<file path="config.mk">
export PLATFORM = sky130hd
export DESIGN_NAME = rc_pulse_differential_drive_mixer
export DESIGN_NICKNAME = d
export VERILOG_FILES = /design/src/rtl/core/rcpdm_pkg.sv /design/src/rtl/core/rcpdm_mix.sv /design/src/rtl/core/rc_pulse_differential_drive_mixer.sv
export SDC_FILE = /design/constraint.sdc
export NUM_CORES = 1
export LEC_CHECK = 0
export BUFFER_PORTS_ARGS = -buffer_cell sky130_fd_sc_hd__buf_4
export CAP_MARGIN = 20
export CORE_MARGIN = 3
export CORE_UTILIZATION = 64
export CTS_CLUSTER_DIAMETER = 50
export DETAILED_ROUTE_END_ITERATION = 8
export GPL_ROUTABILITY_DRIVEN = 0
export GPL_TIMING_DRIVEN = 0
export PLACE_DENSITY_LB_ADDON = 0.05
export SLEW_MARGIN = 5
export SYNTH_ARGS = -nofsm -noshare
export SYNTH_HDL_FRONTEND = slang
export SYNTH_SLANG_ARGS = --single-unit
</file>
<file path="constraint.sdc">
create_clock -name clk -period 5.92 [get_ports clk]
set_input_delay 0.888 -clock clk [delete_from_list [all_inputs] [get_ports clk]]
set_output_delay 0.888 -clock clk [all_outputs]
set_load 0.01 [all_outputs]
</file>
<file path="src/rtl/core/rcpdm_pkg.sv">
`timescale 1ns / 1ps

package rcpdm_pkg;

  // Pulse acceptance window (us) and neutral stick position
  localparam int PULSE_MIN_OK = 600;
  localparam int PULSE_MAX_OK = 2400;
  localparam int NEUTRAL_POS  = 256;
  localparam int DUTY_TOP     = 255;

  // Mixer register widths
  localparam int REG9_W    = 9;
  localparam int REG_IDX_W = 3;

  // Register reset values
  localparam int CAL_LOW_RST   = 1100;
  localparam int CAL_HIGH_RST  = 1900;
  localparam int DB_UPPER_RST  = 275;
  localparam int DB_LOWER_RST  = 235;
  localparam int CTR_UP_RST    = 256;
  localparam int CTR_DOWN_RST  = 255;

  // Configuration register indexes
  typedef enum logic [REG_IDX_W-1:0] {
    REG_STEER_CAL_LOW,
    REG_STEER_CAL_HIGH,
    REG_THROTTLE_CAL_LOW,
    REG_THROTTLE_CAL_HIGH,
    REG_DEADBAND_UPPER,
    REG_DEADBAND_LOWER,
    REG_CENTER_UP,
    REG_CENTER_DOWN
  } reg_idx_t;

  // Motor direction codes
  typedef enum logic [1:0] {
    DIR_STOP = 2'd0,
    DIR_FWD  = 2'd1,
    DIR_REV  = 2'd2
  } dir_t;

  // Sequencer states
  typedef enum logic [2:0] {
    ST_IDLE,
    ST_PREP,
    ST_MULT,
    ST_DIV,
    ST_SAT,
    ST_MIX
  } state_t;

  // Mixed motor drive
  typedef struct packed {
    logic [7:0] left_duty;
    dir_t       left_dir;
    logic [7:0] right_duty;
    dir_t       right_dir;
    logic       neutral_lamp;
  } mix_t;

endpackage

</file>
<file path="src/rtl/core/rcpdm_mix.sv">
`timescale 1ns / 1ps

module rcpdm_mix import rcpdm_pkg::*; #(
  parameter int POS_W = 9
) (
  input  logic [POS_W-1:0]  steer_pos,
  input  logic [POS_W-1:0]  throttle_pos,
  input  logic [REG9_W-1:0] deadband_upper,
  input  logic [REG9_W-1:0] deadband_lower,
  input  logic [REG9_W-1:0] center_up,
  input  logic [REG9_W-1:0] center_down,
  output mix_t              mix
);

  localparam int MW = ((POS_W > REG9_W) ? POS_W : REG9_W) + 3;
  localparam logic signed [MW-1:0] ONE_S    = MW'(1);
  localparam logic signed [MW-1:0] TOP_M1_S = MW'(DUTY_TOP - 1);

  logic signed [MW-1:0] x, y, up, lo, cu, cd;
  logic signed [MW-1:0] ycu, cdy, xcu, cdx;
  logic signed [MW-1:0] a, b, turn, half;

  function automatic logic [7:0] sat_duty(input logic signed [MW-1:0] d);
    logic [7:0] r;
    if (d < ONE_S) begin
      r = 8'd0;
    end else if (d > TOP_M1_S) begin
      r = 8'(DUTY_TOP);
    end else begin
      r = d[7:0];
    end
    return r;
  endfunction

  // Zero-extend everything into one signed working width
  assign x  = $signed({{(MW-POS_W){1'b0}}, steer_pos});
  assign y  = $signed({{(MW-POS_W){1'b0}}, throttle_pos});
  assign up = $signed({{(MW-REG9_W){1'b0}}, deadband_upper});
  assign lo = $signed({{(MW-REG9_W){1'b0}}, deadband_lower});
  assign cu = $signed({{(MW-REG9_W){1'b0}}, center_up});
  assign cd = $signed({{(MW-REG9_W){1'b0}}, center_down});

  assign ycu = y - cu;
  assign cdy = cd - y;
  assign xcu = x - cu;
  assign cdx = cd - x;

  // Spin-in-place duty: half of the stick offset, truncated toward zero
  assign turn = (x > up) ? xcu : cdx;
  assign half = (turn + $signed({{(MW-1){1'b0}}, turn[MW-1]})) >>> 1;

  // Tank mixing with deadbands
  always_comb begin
    a                = '0;
    b                = '0;
    mix.left_dir     = DIR_STOP;
    mix.right_dir    = DIR_STOP;
    mix.neutral_lamp = 1'b0;
    if (y > up) begin
      mix.left_dir  = DIR_FWD;
      mix.right_dir = DIR_FWD;
      if (x > up) begin
        a = ycu;
        b = ycu - xcu;
      end else if (x < lo) begin
        a = ycu - cdx;
        b = ycu;
      end else begin
        a = ycu;
        b = ycu;
      end
    end else if (y < lo) begin
      mix.left_dir  = DIR_REV;
      mix.right_dir = DIR_REV;
      if (x > up) begin
        a = cdy;
        b = cdy - xcu;
      end else if (x < lo) begin
        a = cdy - cdx;
        b = cdy;
      end else begin
        a = cdy;
        b = cdy;
      end
    end else begin
      if (x > up) begin
        a             = half;
        b             = half;
        mix.left_dir  = DIR_REV;
        mix.right_dir = DIR_FWD;
      end else if (x < lo) begin
        a             = half;
        b             = half;
        mix.left_dir  = DIR_FWD;
        mix.right_dir = DIR_REV;
      end else begin
        mix.neutral_lamp = 1'b1;
      end
    end
    mix.left_duty  = sat_duty(a);
    mix.right_duty = sat_duty(b);
  end

endmodule

</file>
<file path="src/rtl/core/rc_pulse_differential_drive_mixer.sv">
`timescale 1ns / 1ps

// Tank-steering mixer for two RC servo pulse channels. Each input beat is one
// measured pulse width for steering (channel_select 0) or throttle (1). A pulse
// inside 600..2400 us is scaled from its channel's calibration range onto
// 0..POSITION_MAX by one shared restoring divider that retires one quotient
// bit per cycle, then clamped and stored; otherwise the stored position is
// kept and pulse_valid is 0. Every beat produces one result beat with both
// motor duties and directions mixed from the stored positions. A valid pulse
// passes through the prepare, multiply, divide, saturate and mix steps; an
// invalid pulse or equal calibration bounds go from prepare straight to mix.
// in_ready is low while a beat is being worked on; the result sits in an
// output register, so a new beat is taken while it waits.
// Both positions reset to 256. Configuration writes are taken at any time
// but must only be issued while the block is idle.
module rc_pulse_differential_drive_mixer import rcpdm_pkg::*; #(
  parameter int POSITION_MAX = 511,
  parameter int PULSE_BITS   = 16
) (
  input  logic                  clk,
  input  logic                  rst_n,
  // configuration write channel
  input  logic                  cfg_valid,
  output logic                  cfg_ready,
  input  logic [REG_IDX_W-1:0]  cfg_index,
  input  logic [PULSE_BITS-1:0] cfg_data,
  // pulse input channel
  input  logic                  in_valid,
  output logic                  in_ready,
  input  logic                  in_channel_select,
  input  logic [PULSE_BITS-1:0] in_pulse_width_us,
  // result channel
  output logic                  out_valid,
  input  logic                  out_ready,
  output logic                  out_pulse_valid,
  output logic [7:0]            out_left_duty,
  output logic [1:0]            out_left_dir,
  output logic [7:0]            out_right_duty,
  output logic [1:0]            out_right_dir,
  output logic                  out_neutral_lamp
);

  localparam int PW    = PULSE_BITS;
  localparam int PMW   = $clog2(POSITION_MAX + 1);
  localparam int POS_W = (PMW > REG9_W) ? PMW : REG9_W;
  localparam int NW    = PW + PMW;
  localparam int CW    = $clog2(NW + 1);
  localparam logic [PMW-1:0]   PM_C    = PMW'(POSITION_MAX);
  localparam logic [POS_W-1:0] PM_POS  = POS_W'(POSITION_MAX);
  localparam logic [NW-1:0]    PM_Q    = NW'(POSITION_MAX);
  localparam logic [CW-1:0]    LAST_IT = CW'(NW - 1);

  // Configuration registers
  logic [PW-1:0]     steer_lo_r, steer_hi_r, thr_lo_r, thr_hi_r;
  logic [REG9_W-1:0] db_upper_r, db_lower_r, ctr_up_r, ctr_down_r;

  // Sequencer and datapath registers
  state_t          state_r, state_nxt;
  logic            sel_r;
  logic [PW-1:0]   pulse_r;
  logic            ok_r;
  logic [PW-1:0]   diff_mag_r, diff_mag_nxt;
  logic [PW-1:0]   den_mag_r, den_mag_nxt;
  logic            neg_r, neg_nxt;
  logic [NW-1:0]   quo_r, quo_nxt;
  logic [PW-1:0]   rem_r, rem_nxt;
  logic [CW-1:0]   cnt_r, cnt_nxt;
  logic [POS_W-1:0] steer_pos_r, thr_pos_r;

  // Output register
  logic            out_valid_r;
  logic            out_ok_r;
  mix_t            out_mix_r;

  // Combinational helpers
  logic [PW-1:0]   cal_lo, cal_hi;
  logic [PW:0]     diff_s, den_s;
  logic [PW+1:0]   trial;
  logic            pos_we;
  logic [POS_W-1:0] pos_val;
  logic            out_load;
  mix_t            mix;

  assign cfg_ready = 1'b1;
  assign in_ready  = (state_r == ST_IDLE);

  // Configuration decode
  always_ff @(posedge clk) begin
    if (!rst_n) begin
      steer_lo_r <= PW'(CAL_LOW_RST);
      steer_hi_r <= PW'(CAL_HIGH_RST);
      thr_lo_r   <= PW'(CAL_LOW_RST);
      thr_hi_r   <= PW'(CAL_HIGH_RST);
      db_upper_r <= REG9_W'(DB_UPPER_RST);
      db_lower_r <= REG9_W'(DB_LOWER_RST);
      ctr_up_r   <= REG9_W'(CTR_UP_RST);
      ctr_down_r <= REG9_W'(CTR_DOWN_RST);
    end else if (cfg_valid && cfg_ready) begin
      unique case (cfg_index)
        REG_STEER_CAL_LOW:     steer_lo_r <= cfg_data;
        REG_STEER_CAL_HIGH:    steer_hi_r <= cfg_data;
        REG_THROTTLE_CAL_LOW:  thr_lo_r   <= cfg_data;
        REG_THROTTLE_CAL_HIGH: thr_hi_r   <= cfg_data;
        REG_DEADBAND_UPPER:    db_upper_r <= cfg_data[REG9_W-1:0];
        REG_DEADBAND_LOWER:    db_lower_r <= cfg_data[REG9_W-1:0];
        REG_CENTER_UP:         ctr_up_r   <= cfg_data[REG9_W-1:0];
        REG_CENTER_DOWN:       ctr_down_r <= cfg_data[REG9_W-1:0];
        default: ;
      endcase
    end
  end

  // Calibration of the selected channel, signed offsets
  assign cal_lo = sel_r ? thr_lo_r : steer_lo_r;
  assign cal_hi = sel_r ? thr_hi_r : steer_hi_r;
  assign diff_s = {1'b0, pulse_r} - {1'b0, cal_lo};
  assign den_s  = {1'b0, cal_hi} - {1'b0, cal_lo};

  // One restoring divider step
  assign trial = {1'b0, rem_r, quo_r[NW-1]} - {2'b00, den_mag_r};

  // Sequencer
  always_comb begin
    state_nxt    = state_r;
    diff_mag_nxt = diff_mag_r;
    den_mag_nxt  = den_mag_r;
    neg_nxt      = neg_r;
    quo_nxt      = quo_r;
    rem_nxt      = rem_r;
    cnt_nxt      = cnt_r;
    pos_we       = 1'b0;
    pos_val      = '0;
    out_load     = 1'b0;
    unique case (state_r)
      ST_IDLE: begin
        if (in_valid) begin
          state_nxt = ST_PREP;
        end
      end
      ST_PREP: begin
        diff_mag_nxt = diff_s[PW] ? PW'(-diff_s) : diff_s[PW-1:0];
        den_mag_nxt  = den_s[PW] ? PW'(-den_s) : den_s[PW-1:0];
        neg_nxt      = diff_s[PW] ^ den_s[PW];
        if (!ok_r) begin
          state_nxt = ST_MIX;
        end else if (cal_hi == cal_lo) begin
          // degenerate calibration: step at the bound
          pos_we    = 1'b1;
          pos_val   = (pulse_r >= cal_lo) ? PM_POS : '0;
          state_nxt = ST_MIX;
        end else begin
          state_nxt = ST_MULT;
        end
      end
      ST_MULT: begin
        quo_nxt   = NW'({{PMW{1'b0}}, diff_mag_r} * {{PW{1'b0}}, PM_C});
        rem_nxt   = '0;
        cnt_nxt   = '0;
        state_nxt = ST_DIV;
      end
      ST_DIV: begin
        if (trial[PW+1]) begin
          rem_nxt = {rem_r[PW-2:0], quo_r[NW-1]};
          quo_nxt = {quo_r[NW-2:0], 1'b0};
        end else begin
          rem_nxt = trial[PW-1:0];
          quo_nxt = {quo_r[NW-2:0], 1'b1};
        end
        cnt_nxt = cnt_r + CW'(1);
        if (cnt_r == LAST_IT) begin
          state_nxt = ST_SAT;
        end
      end
      ST_SAT: begin
        // negative quotient clamps to zero, large one to full scale
        pos_we    = 1'b1;
        pos_val   = neg_r ? '0 : ((quo_r > PM_Q) ? PM_POS : POS_W'(quo_r));
        state_nxt = ST_MIX;
      end
      ST_MIX: begin
        if (!out_valid_r || out_ready) begin
          out_load  = 1'b1;
          state_nxt = ST_IDLE;
        end
      end
      default: state_nxt = ST_IDLE;
    endcase
  end

  always_ff @(posedge clk) begin
    if (!rst_n) begin
      state_r <= ST_IDLE;
    end else begin
      state_r <= state_nxt;
    end
  end

  // Datapath registers
  always_ff @(posedge clk) begin
    if (in_valid && in_ready) begin
      sel_r   <= in_channel_select;
      pulse_r <= in_pulse_width_us;
      ok_r    <= (in_pulse_width_us >= PW'(PULSE_MIN_OK)) &&
                 (in_pulse_width_us <= PW'(PULSE_MAX_OK));
    end
    diff_mag_r <= diff_mag_nxt;
    den_mag_r  <= den_mag_nxt;
    neg_r      <= neg_nxt;
    quo_r      <= quo_nxt;
    rem_r      <= rem_nxt;
    cnt_r      <= cnt_nxt;
  end

  // Stored stick positions
  always_ff @(posedge clk) begin
    if (!rst_n) begin
      steer_pos_r <= POS_W'(NEUTRAL_POS);
      thr_pos_r   <= POS_W'(NEUTRAL_POS);
    end else if (pos_we) begin
      if (sel_r) begin
        thr_pos_r <= pos_val;
      end else begin
        steer_pos_r <= pos_val;
      end
    end
  end

  rcpdm_mix #(
    .POS_W (POS_W)
  ) u_mix (
    .steer_pos      (steer_pos_r),
    .throttle_pos   (thr_pos_r),
    .deadband_upper (db_upper_r),
    .deadband_lower (db_lower_r),
    .center_up      (ctr_up_r),
    .center_down    (ctr_down_r),
    .mix            (mix)
  );

  // Result register
  always_ff @(posedge clk) begin
    if (!rst_n) begin
      out_valid_r <= 1'b0;
    end else if (out_load) begin
      out_valid_r <= 1'b1;
    end else if (out_ready) begin
      out_valid_r <= 1'b0;
    end
  end

  always_ff @(posedge clk) begin
    if (out_load) begin
      out_ok_r  <= ok_r;
      out_mix_r <= mix;
    end
  end

  assign out_valid        = out_valid_r;
  assign out_pulse_valid  = out_ok_r;
  assign out_left_duty    = out_mix_r.left_duty;
  assign out_left_dir     = out_mix_r.left_dir;
  assign out_right_duty   = out_mix_r.right_duty;
  assign out_right_dir    = out_mix_r.right_dir;
  assign out_neutral_lamp = out_mix_r.neutral_lamp;

`ifndef SYNTH
  // A new result only ever comes from the mix step
  a_out_from_mix: assert property (@(posedge clk) disable iff (!rst_n)
    $rose(out_valid_r) |-> $past(state_r == ST_MIX))
    else $error("result appeared outside the mix step");

  // An accepted beat always starts the preparation step
  a_accept_prep: assert property (@(posedge clk) disable iff (!rst_n)
    (in_valid && in_ready) |=> (state_r == ST_PREP))
    else $error("accepted beat did not start processing");

  // Stored positions never exceed full scale
  a_pos_range: assert property (@(posedge clk) disable iff (!rst_n)
    (steer_pos_r <= PM_POS) && (thr_pos_r <= PM_POS))
    else $error("stored position out of range");

  // Divider never runs past its last quotient bit
  a_div_count: assert property (@(posedge clk) disable iff (!rst_n)
    (state_r == ST_DIV) |-> (cnt_r <= LAST_IT))
    else $error("divider iteration count overran");
`endif

endmodule

</file>
# == Word level (Yosys, flattened, before mapping) ==
# Cells that the tools add are included.
# classes
add_sub_neg,15
multipliers,1
div_mod_pow,0
n_lt_le_gt_ge,12
n_eq_ne,17
n_shift,0
mux,50
bitwise_logic,2
n_reduce_logical,20
# ops
op,n
12-bit 2-to-1 mux,13
16-bit 2-to-1 mux,5
25-bit case mux with 2 select lines,1
12-bit subtractor,4
9-bit 2-to-1 mux,5
9-bit by 9-bit subtractor with 10-bit output,4
16-bit by 16-bit subtractor with 17-bit output,2
16-bit negation,2
16-bit case mux with 2 select lines,1
"25-bit by 9-bit > comparator with 1-bit output, second input constant",1
"16-bit by 9-bit multiplier with 25-bit output, second input constant",1
"12-bit by 9-bit > comparator with 1-bit output, second input constant",2
"12-bit by 2-bit less-than comparator with 1-bit output, second input constant",2
2-bit AND reduction,10
"3-bit == test, second input constant",6
9-bit > comparator,2
9-bit less-than comparator,2
3-bit case mux with 6 select lines,1
9-bit case mux with 2 select lines,1
17-bit by 16-bit subtractor with 18-bit output,1
16-bit == test,1
"16-bit by 10-bit greater-or-equal comparator with 1-bit output, second input constant",1
16-bit greater-or-equal comparator,1
"16-bit by 12-bit <= comparator with 1-bit output, second input constant",1
other kinds (21),47
# totals
ff_bits,241
latch_bits,0
ram_bits,0
mem_bits_ro,0
input_bits,41
output_inout_bits,25
wordCells,144
n_memories,0

# == Logic depth before layout (Yosys ltp) ==
# depth
word_depth,9
mapped_depth,22
mapped_depth_nobuf,20

# == Hierarchy ==
# Synthesis repeated with hierarchy kept, for this count alone.
# unflattened
cells_unflattened,2480
area_unflattened_um2,21170.3
# by_module_without_submodules
mod,n_inst,cells_per_inst,area_per_inst_um2
rc_pulse_differential_drive_mixer,1,1689,15542.4
rcpdm_mix,1,791,5627.9

# == Least setup slack after synthesis ==
# OpenSTA, ideal clock, no wires.
# synth_timing
path_kind,register to register
from,register diff_mag_r[3]
to,"register quo_r[24], data pin"
setup_ns,0.267
t_arrival_ns,4.917
t_required_ns,5.653
path_slack_ns,0.736
path_stages_with_launch,20
n_path_buf,0
cell_sequence,edfxtp_1 -> fa_1 -> inv_1 -> fa_1 -> inv_1 -> ha_1 -> inv_1 -> fa_1 -> fa_1 -> nor2b_1 -> o21ai_0 -> a21boi_0 -> o21ai_0 -> a21boi_0 -> o2111ai_1 -> a31oi_1 -> a211oi_1 -> o41ai_1 -> xnor2_1 -> o21ai_0
# synth_between
elab_chain_len,2
# synth_rtl
element,line,text
"start, declared",rc_pulse_differential_drive_mixer.sv:62,"logic [PW-1:0] diff_mag_r, diff_mag_nxt;"
"start signal, assigned",rc_pulse_differential_drive_mixer.sv:206,diff_mag_r <= diff_mag_nxt;
16-bit by 9-bit multiplier with 25-bit output,rc_pulse_differential_drive_mixer.sv:156,"quo_nxt = NW'({{PMW{1'b0}}, diff_mag_r} * {{PW{1'b0}}, PM_C});"
25-bit case mux with 2 select lines,rc_pulse_differential_drive_mixer.sv:134,unique case (state_r)
named net quo_nxt[24],rc_pulse_differential_drive_mixer.sv:65,"logic [NW-1:0] quo_r, quo_nxt;"
"end signal, assigned",rc_pulse_differential_drive_mixer.sv:209,quo_r <= quo_nxt;
"end, declared",rc_pulse_differential_drive_mixer.sv:65,
# The timed path passes the listed nets, and every way through them passes these cells.
# A chain may end at the register's enable or synchronous reset.

# == Final worst setup path ==
# layout_timing
from,register steer_pos_r[2]
to,"register out_mix_r, in the netlist out_right_duty[5], data pin"
# layout_between
elab_chain_len,9
elab_cells_between_ends,17
# layout_rtl
element,line,text
"start, declared",rc_pulse_differential_drive_mixer.sv:68,"logic [POS_W-1:0] steer_pos_r, thr_pos_r;"
"start signal, assigned",rc_pulse_differential_drive_mixer.sv:217,steer_pos_r <= POS_W'(NEUTRAL_POS);
"start signal, assigned",rc_pulse_differential_drive_mixer.sv:223,steer_pos_r <= pos_val;
9-bit by 9-bit subtractor with 10-bit output (tied with other cells),rcpdm_mix.sv:46,assign cdx = cd - x;
12-bit 2-to-1 mux,rcpdm_mix.sv:49,assign turn = (x > up) ? xcu : cdx;
12-bit by 2-bit adder with 12-bit output,rcpdm_mix.sv:50,"assign half = (turn + $signed({{(MW-1){1'b0}}, turn[MW-1]})) >>> 1;"
12-bit 2-to-1 mux,rcpdm_mix.sv:91,end else if (x < lo) begin
12-bit 2-to-1 mux,rcpdm_mix.sv:86,if (x > up) begin
12-bit 2-to-1 mux,rcpdm_mix.sv:72,end else if (y < lo) begin
12-bit 2-to-1 mux *,rcpdm_mix.sv:59,if (y > up) begin
12-bit by 9-bit > comparator with 1-bit output,rcpdm_mix.sv:27,end else if (d > TOP_M1_S) begin
8-bit 2-to-1 mux,rcpdm_mix.sv:27,
"end signal, assigned",rc_pulse_differential_drive_mixer.sv:254,out_mix_r <= mix;
"end, declared",rc_pulse_differential_drive_mixer.sv:73,mix_t out_mix_r;
# Mark *: on every way between the ends. The rest lies on a longest branch, timed or not.

==> results.sh <==
export IMPL_status="finished, final reports clean"
export IMPL_period_needed_ns=5.63
export IMPL_relSlewSlack_pct=37.0
export IMPL_cp_data_arrival_time_ns=5.92
export IMPL_synth_edff_count=119
export IMPL_grt_max_degree=35
export IMPL_dp_hpwl_um=44700
export IMPL_h_tree_depth=1
export IMPL_timing_fmax_mhz=178
export IMPL_ys_types=99
export IMPL_async_flop_share_pct=0
export IMPL_die_h_um=186
export IMPL_cap_viol_max_count=0
export IMPL_slew_violations=0
export IMPL_ios=66
export IMPL_synth_seq_cells=241
export IMPL_die_area_um2=34600
export IMPL_via_per_inst=6.26
export IMPL_skew_ns=0.0626
export IMPL_drive_above_1_share_pct=8.15
export IMPL_hold_path_class="flip-flop to flip-flop"
export IMPL_crit_required_ns=6.21
export IMPL_insertion_delay_ns=0.59
export IMPL_numClockSinks=241
export IMPL_fillers=2487
export IMPL_yosysWarningCount=0
export IMPL_cts_made_buffers=28
export IMPL_synth_top_area_share_pct=17.2
export IMPL_grt_usage_pct=32.4
export IMPL_num_antenna_cells=0
export IMPL_yosys_area_top_type="edfxtp_1"
export IMPL_wl_um=56500
export IMPL_grt_pass1_wl_um=89200
export IMPL_synth_area_um2=20800
export IMPL_timing_final_setup_violations=0
export IMPL_cts_root_buf="clkbuf_16"
export IMPL_drtIter0Drc=1755
export IMPL_netlist_instances=2351
export IMPL_ant_nets=0
export IMPL_first_pass_iters=7
export IMPL_fin_crit_sh_pct=95.2
export IMPL_post_synth_top_count_cell="nand2_1"
export IMPL_cts_buffer_depth=3
export IMPL_die_w_um=186
export IMPL_num_vias=17900
export IMPL_synth_avg_cell_area_um2=8.83
export IMPL_crit_chain="ha_1 > a21oi_1 > nand2_1 > a2111oi_4 > or2_1 > buf_4 > buf_4 > buf_4 > buf_2 > nand2_1 > o21ai_0 > ha_1 > nand2_1 > o21ai_0 > a21oi_1 > or3_1 > a31o_2 > a2111oi_0 > nor4b_1 > a41oi_2 > a21boi_1"
export IMPL_drc=0
export IMPL_first_global_vias=17100
export IMPL_hold_violations=0
export IMPL_start_util_pct=65.4
export IMPL_syn_nets=2672
export IMPL_clk_pin_slew_ns=0.06
export IMPL_slowest_delay_ns=0.49
export IMPL_finalNetCount=2764
export IMPL_reg2reg_slack_ns=0.29
export IMPL_worstSetupPathType="flip-flop to flip-flop"
export IMPL_cp_max_fo=10
export IMPL_antenna_found_initial=0
export IMPL_rows=65
export IMPL_critPathSlowestCell="dfxtp_1"
export IMPL_grt_overflow=0
export IMPL_synth_commonest_cells="nand2_1, inv_1, ha_1"
export IMPL_wl_per_cell_um=19.7
export IMPL_ys_flop_type="dfxtp_1"
export IMPL_io_buffer_count=52
export IMPL_core_um2=31700
export IMPL_area_growth_pct=9.80
export IMPL_synth_area_leaders="edfxtp_1, ha_1, dfxtp_1"
export IMPL_seq_area_frac_synth_pct=29.0
export IMPL_final_core_util_pct=71.8
export IMPL_cts_tree="built"
export IMPL_worst_pin_slew_ns=0.945
export IMPL_endpoint_kind="flip-flop"
export IMPL_cp_start_kind="flip-flop"
==> stage by stage <==
stage | std cells | cell area [um2] | hold WS [ns] | TNS (ns) | setup WS [ns]
4_1_cts | 2861 | 22700 | 0.452 | 0 | 0.107
3_5_place_dp | 2809 | 21700 | 0.451 | -0.00872 | -0.00872
6_report | 2867 | 22800 | 0.464 | 0 | 0.287
2_1_floorplan | 2351 | 20800 | 0.435 | 0 | 0.736
5_1_grt | 2867 | 22800 | 0.450 | -0.0148 | -0.0148
3_3_place_gp | 2805 | 21600 | 0.446 | 0 | 0.0476
==> metal layers <==
metal / vias up / wire length (um) / share of wire, % / track usage [%]
li1: 8539 / - / - / -
met1: 8472 / 24000 / 42 / 43.4
met2: 776 / 25900 / 46 / 53.3
met3: 156 / 4560 / 8.1 / 5.86
met4: 0 / 2070 / 3.7 / 10.8
met5: - / 0 / 0 / 0
==> what timing repair did <==
action                     CTS  global route
gates resized for setup      2             3
pin swaps                    0             3
setup buffers                0             6
hold buffers                 0             0
setup endpoints to repair    1             8
==> logic make-up after synthesis <==
group | after synthesis | share of synthesized area, %
other | 1 | 0.0181
buffers and inverters | 303 | 5.73
AO/OA/AOI/OAI | 572 | 19.6
XOR/XNOR | 128 | 5.66
flip-flops | 241 | 29.0
adder cells (fa/ha/maj) | 281 | 19.9
multiplexers | 61 | 3.06
AND/OR/NAND/NOR | 764 | 17.1
==> layout by cell type (no fill, tap or decap), types with 12 or more instances in the layout <==
| master | count |
|---|---|
| a211oi_1 | 12 |
| a21boi_0 | 77 |
| a21o_1 | 29 |
| a21oi_1 | 109 |
| a31oi_1 | 18 |
| buf_4 | 63 |
| clkbuf_1 | 55 |
| clkbuf_16 | 28 |
| dfxtp_1 | 122 |
| edfxtp_1 | 119 |
| fa_1 | 82 |
| ha_1 | 198 |
| inv_1 | 222 |
| mux2_2 | 19 |
| mux2i_1 | 42 |
| nand2_1 | 324 |
| nand2b_1 | 17 |
| nand3_1 | 63 |
| nand4_1 | 12 |
| nor2_1 | 145 |
| nor2b_1 | 36 |
| nor3_1 | 44 |
| nor4_1 | 22 |
| o211a_1 | 21 |
| o211ai_1 | 25 |
| o21a_1 | 42 |
| o21ai_0 | 97 |
| o31ai_1 | 18 |
| or3_1 | 27 |
| xnor2_1 | 81 |
| xor2_1 | 43 |
==> critical path: cells and delay by family (launching register included) <==
family                     cells  cell delay (ns)
AOI/OAI and AO/OA              9             2.12
adders and majority gates      2             0.58
buffers and inverters          4             0.88
DFF                            1             0.49
and+or+nand+nor                6             1.24
==> cell type report <==
cell class	instances	area, um2	share of cell area, %
clock inverters	18	262	1.15
flip-flops and latches	241	6020	26.4
inverters	226	848	3.72
plain buffers	77	342	1.50
well taps	402	503	2.21
repair buffers	62	483	2.12
clock buffers	34	743	3.26
multi-input cells	1807	13600	59.6
==> final timing paths <==
check / start / to / cells after the start
worst max-delay path: steer_pos_r[2] / out_right_duty[5] / 21
worst min-delay path: thr_lo_r[14] / thr_lo_r[14] / 2
worst max register to register: steer_pos_r[2] / out_right_duty[5] / 21
worst min register to register: thr_lo_r[14] / thr_lo_r[14] / 2
==> sequential cells by signal, summed over array words and instances, names as in the netlist, 9 cells and up <==
signal / cells
ctr_down_r: 9
ctr_up_r: 9
db_lower_r: 9
db_upper_r: 9
den_mag_r: 16
diff_mag_r: 16
pulse_r: 16
quo_r: 25
rem_r: 16
steer_hi_r: 16
steer_lo_r: 16
steer_pos_r: 9
thr_hi_r: 16
thr_lo_r: 16
thr_pos_r: 9
Power is left out: the tool's default activity adds up to more than one toggle a clock period on the data nets, which glitch-free logic cannot reach.
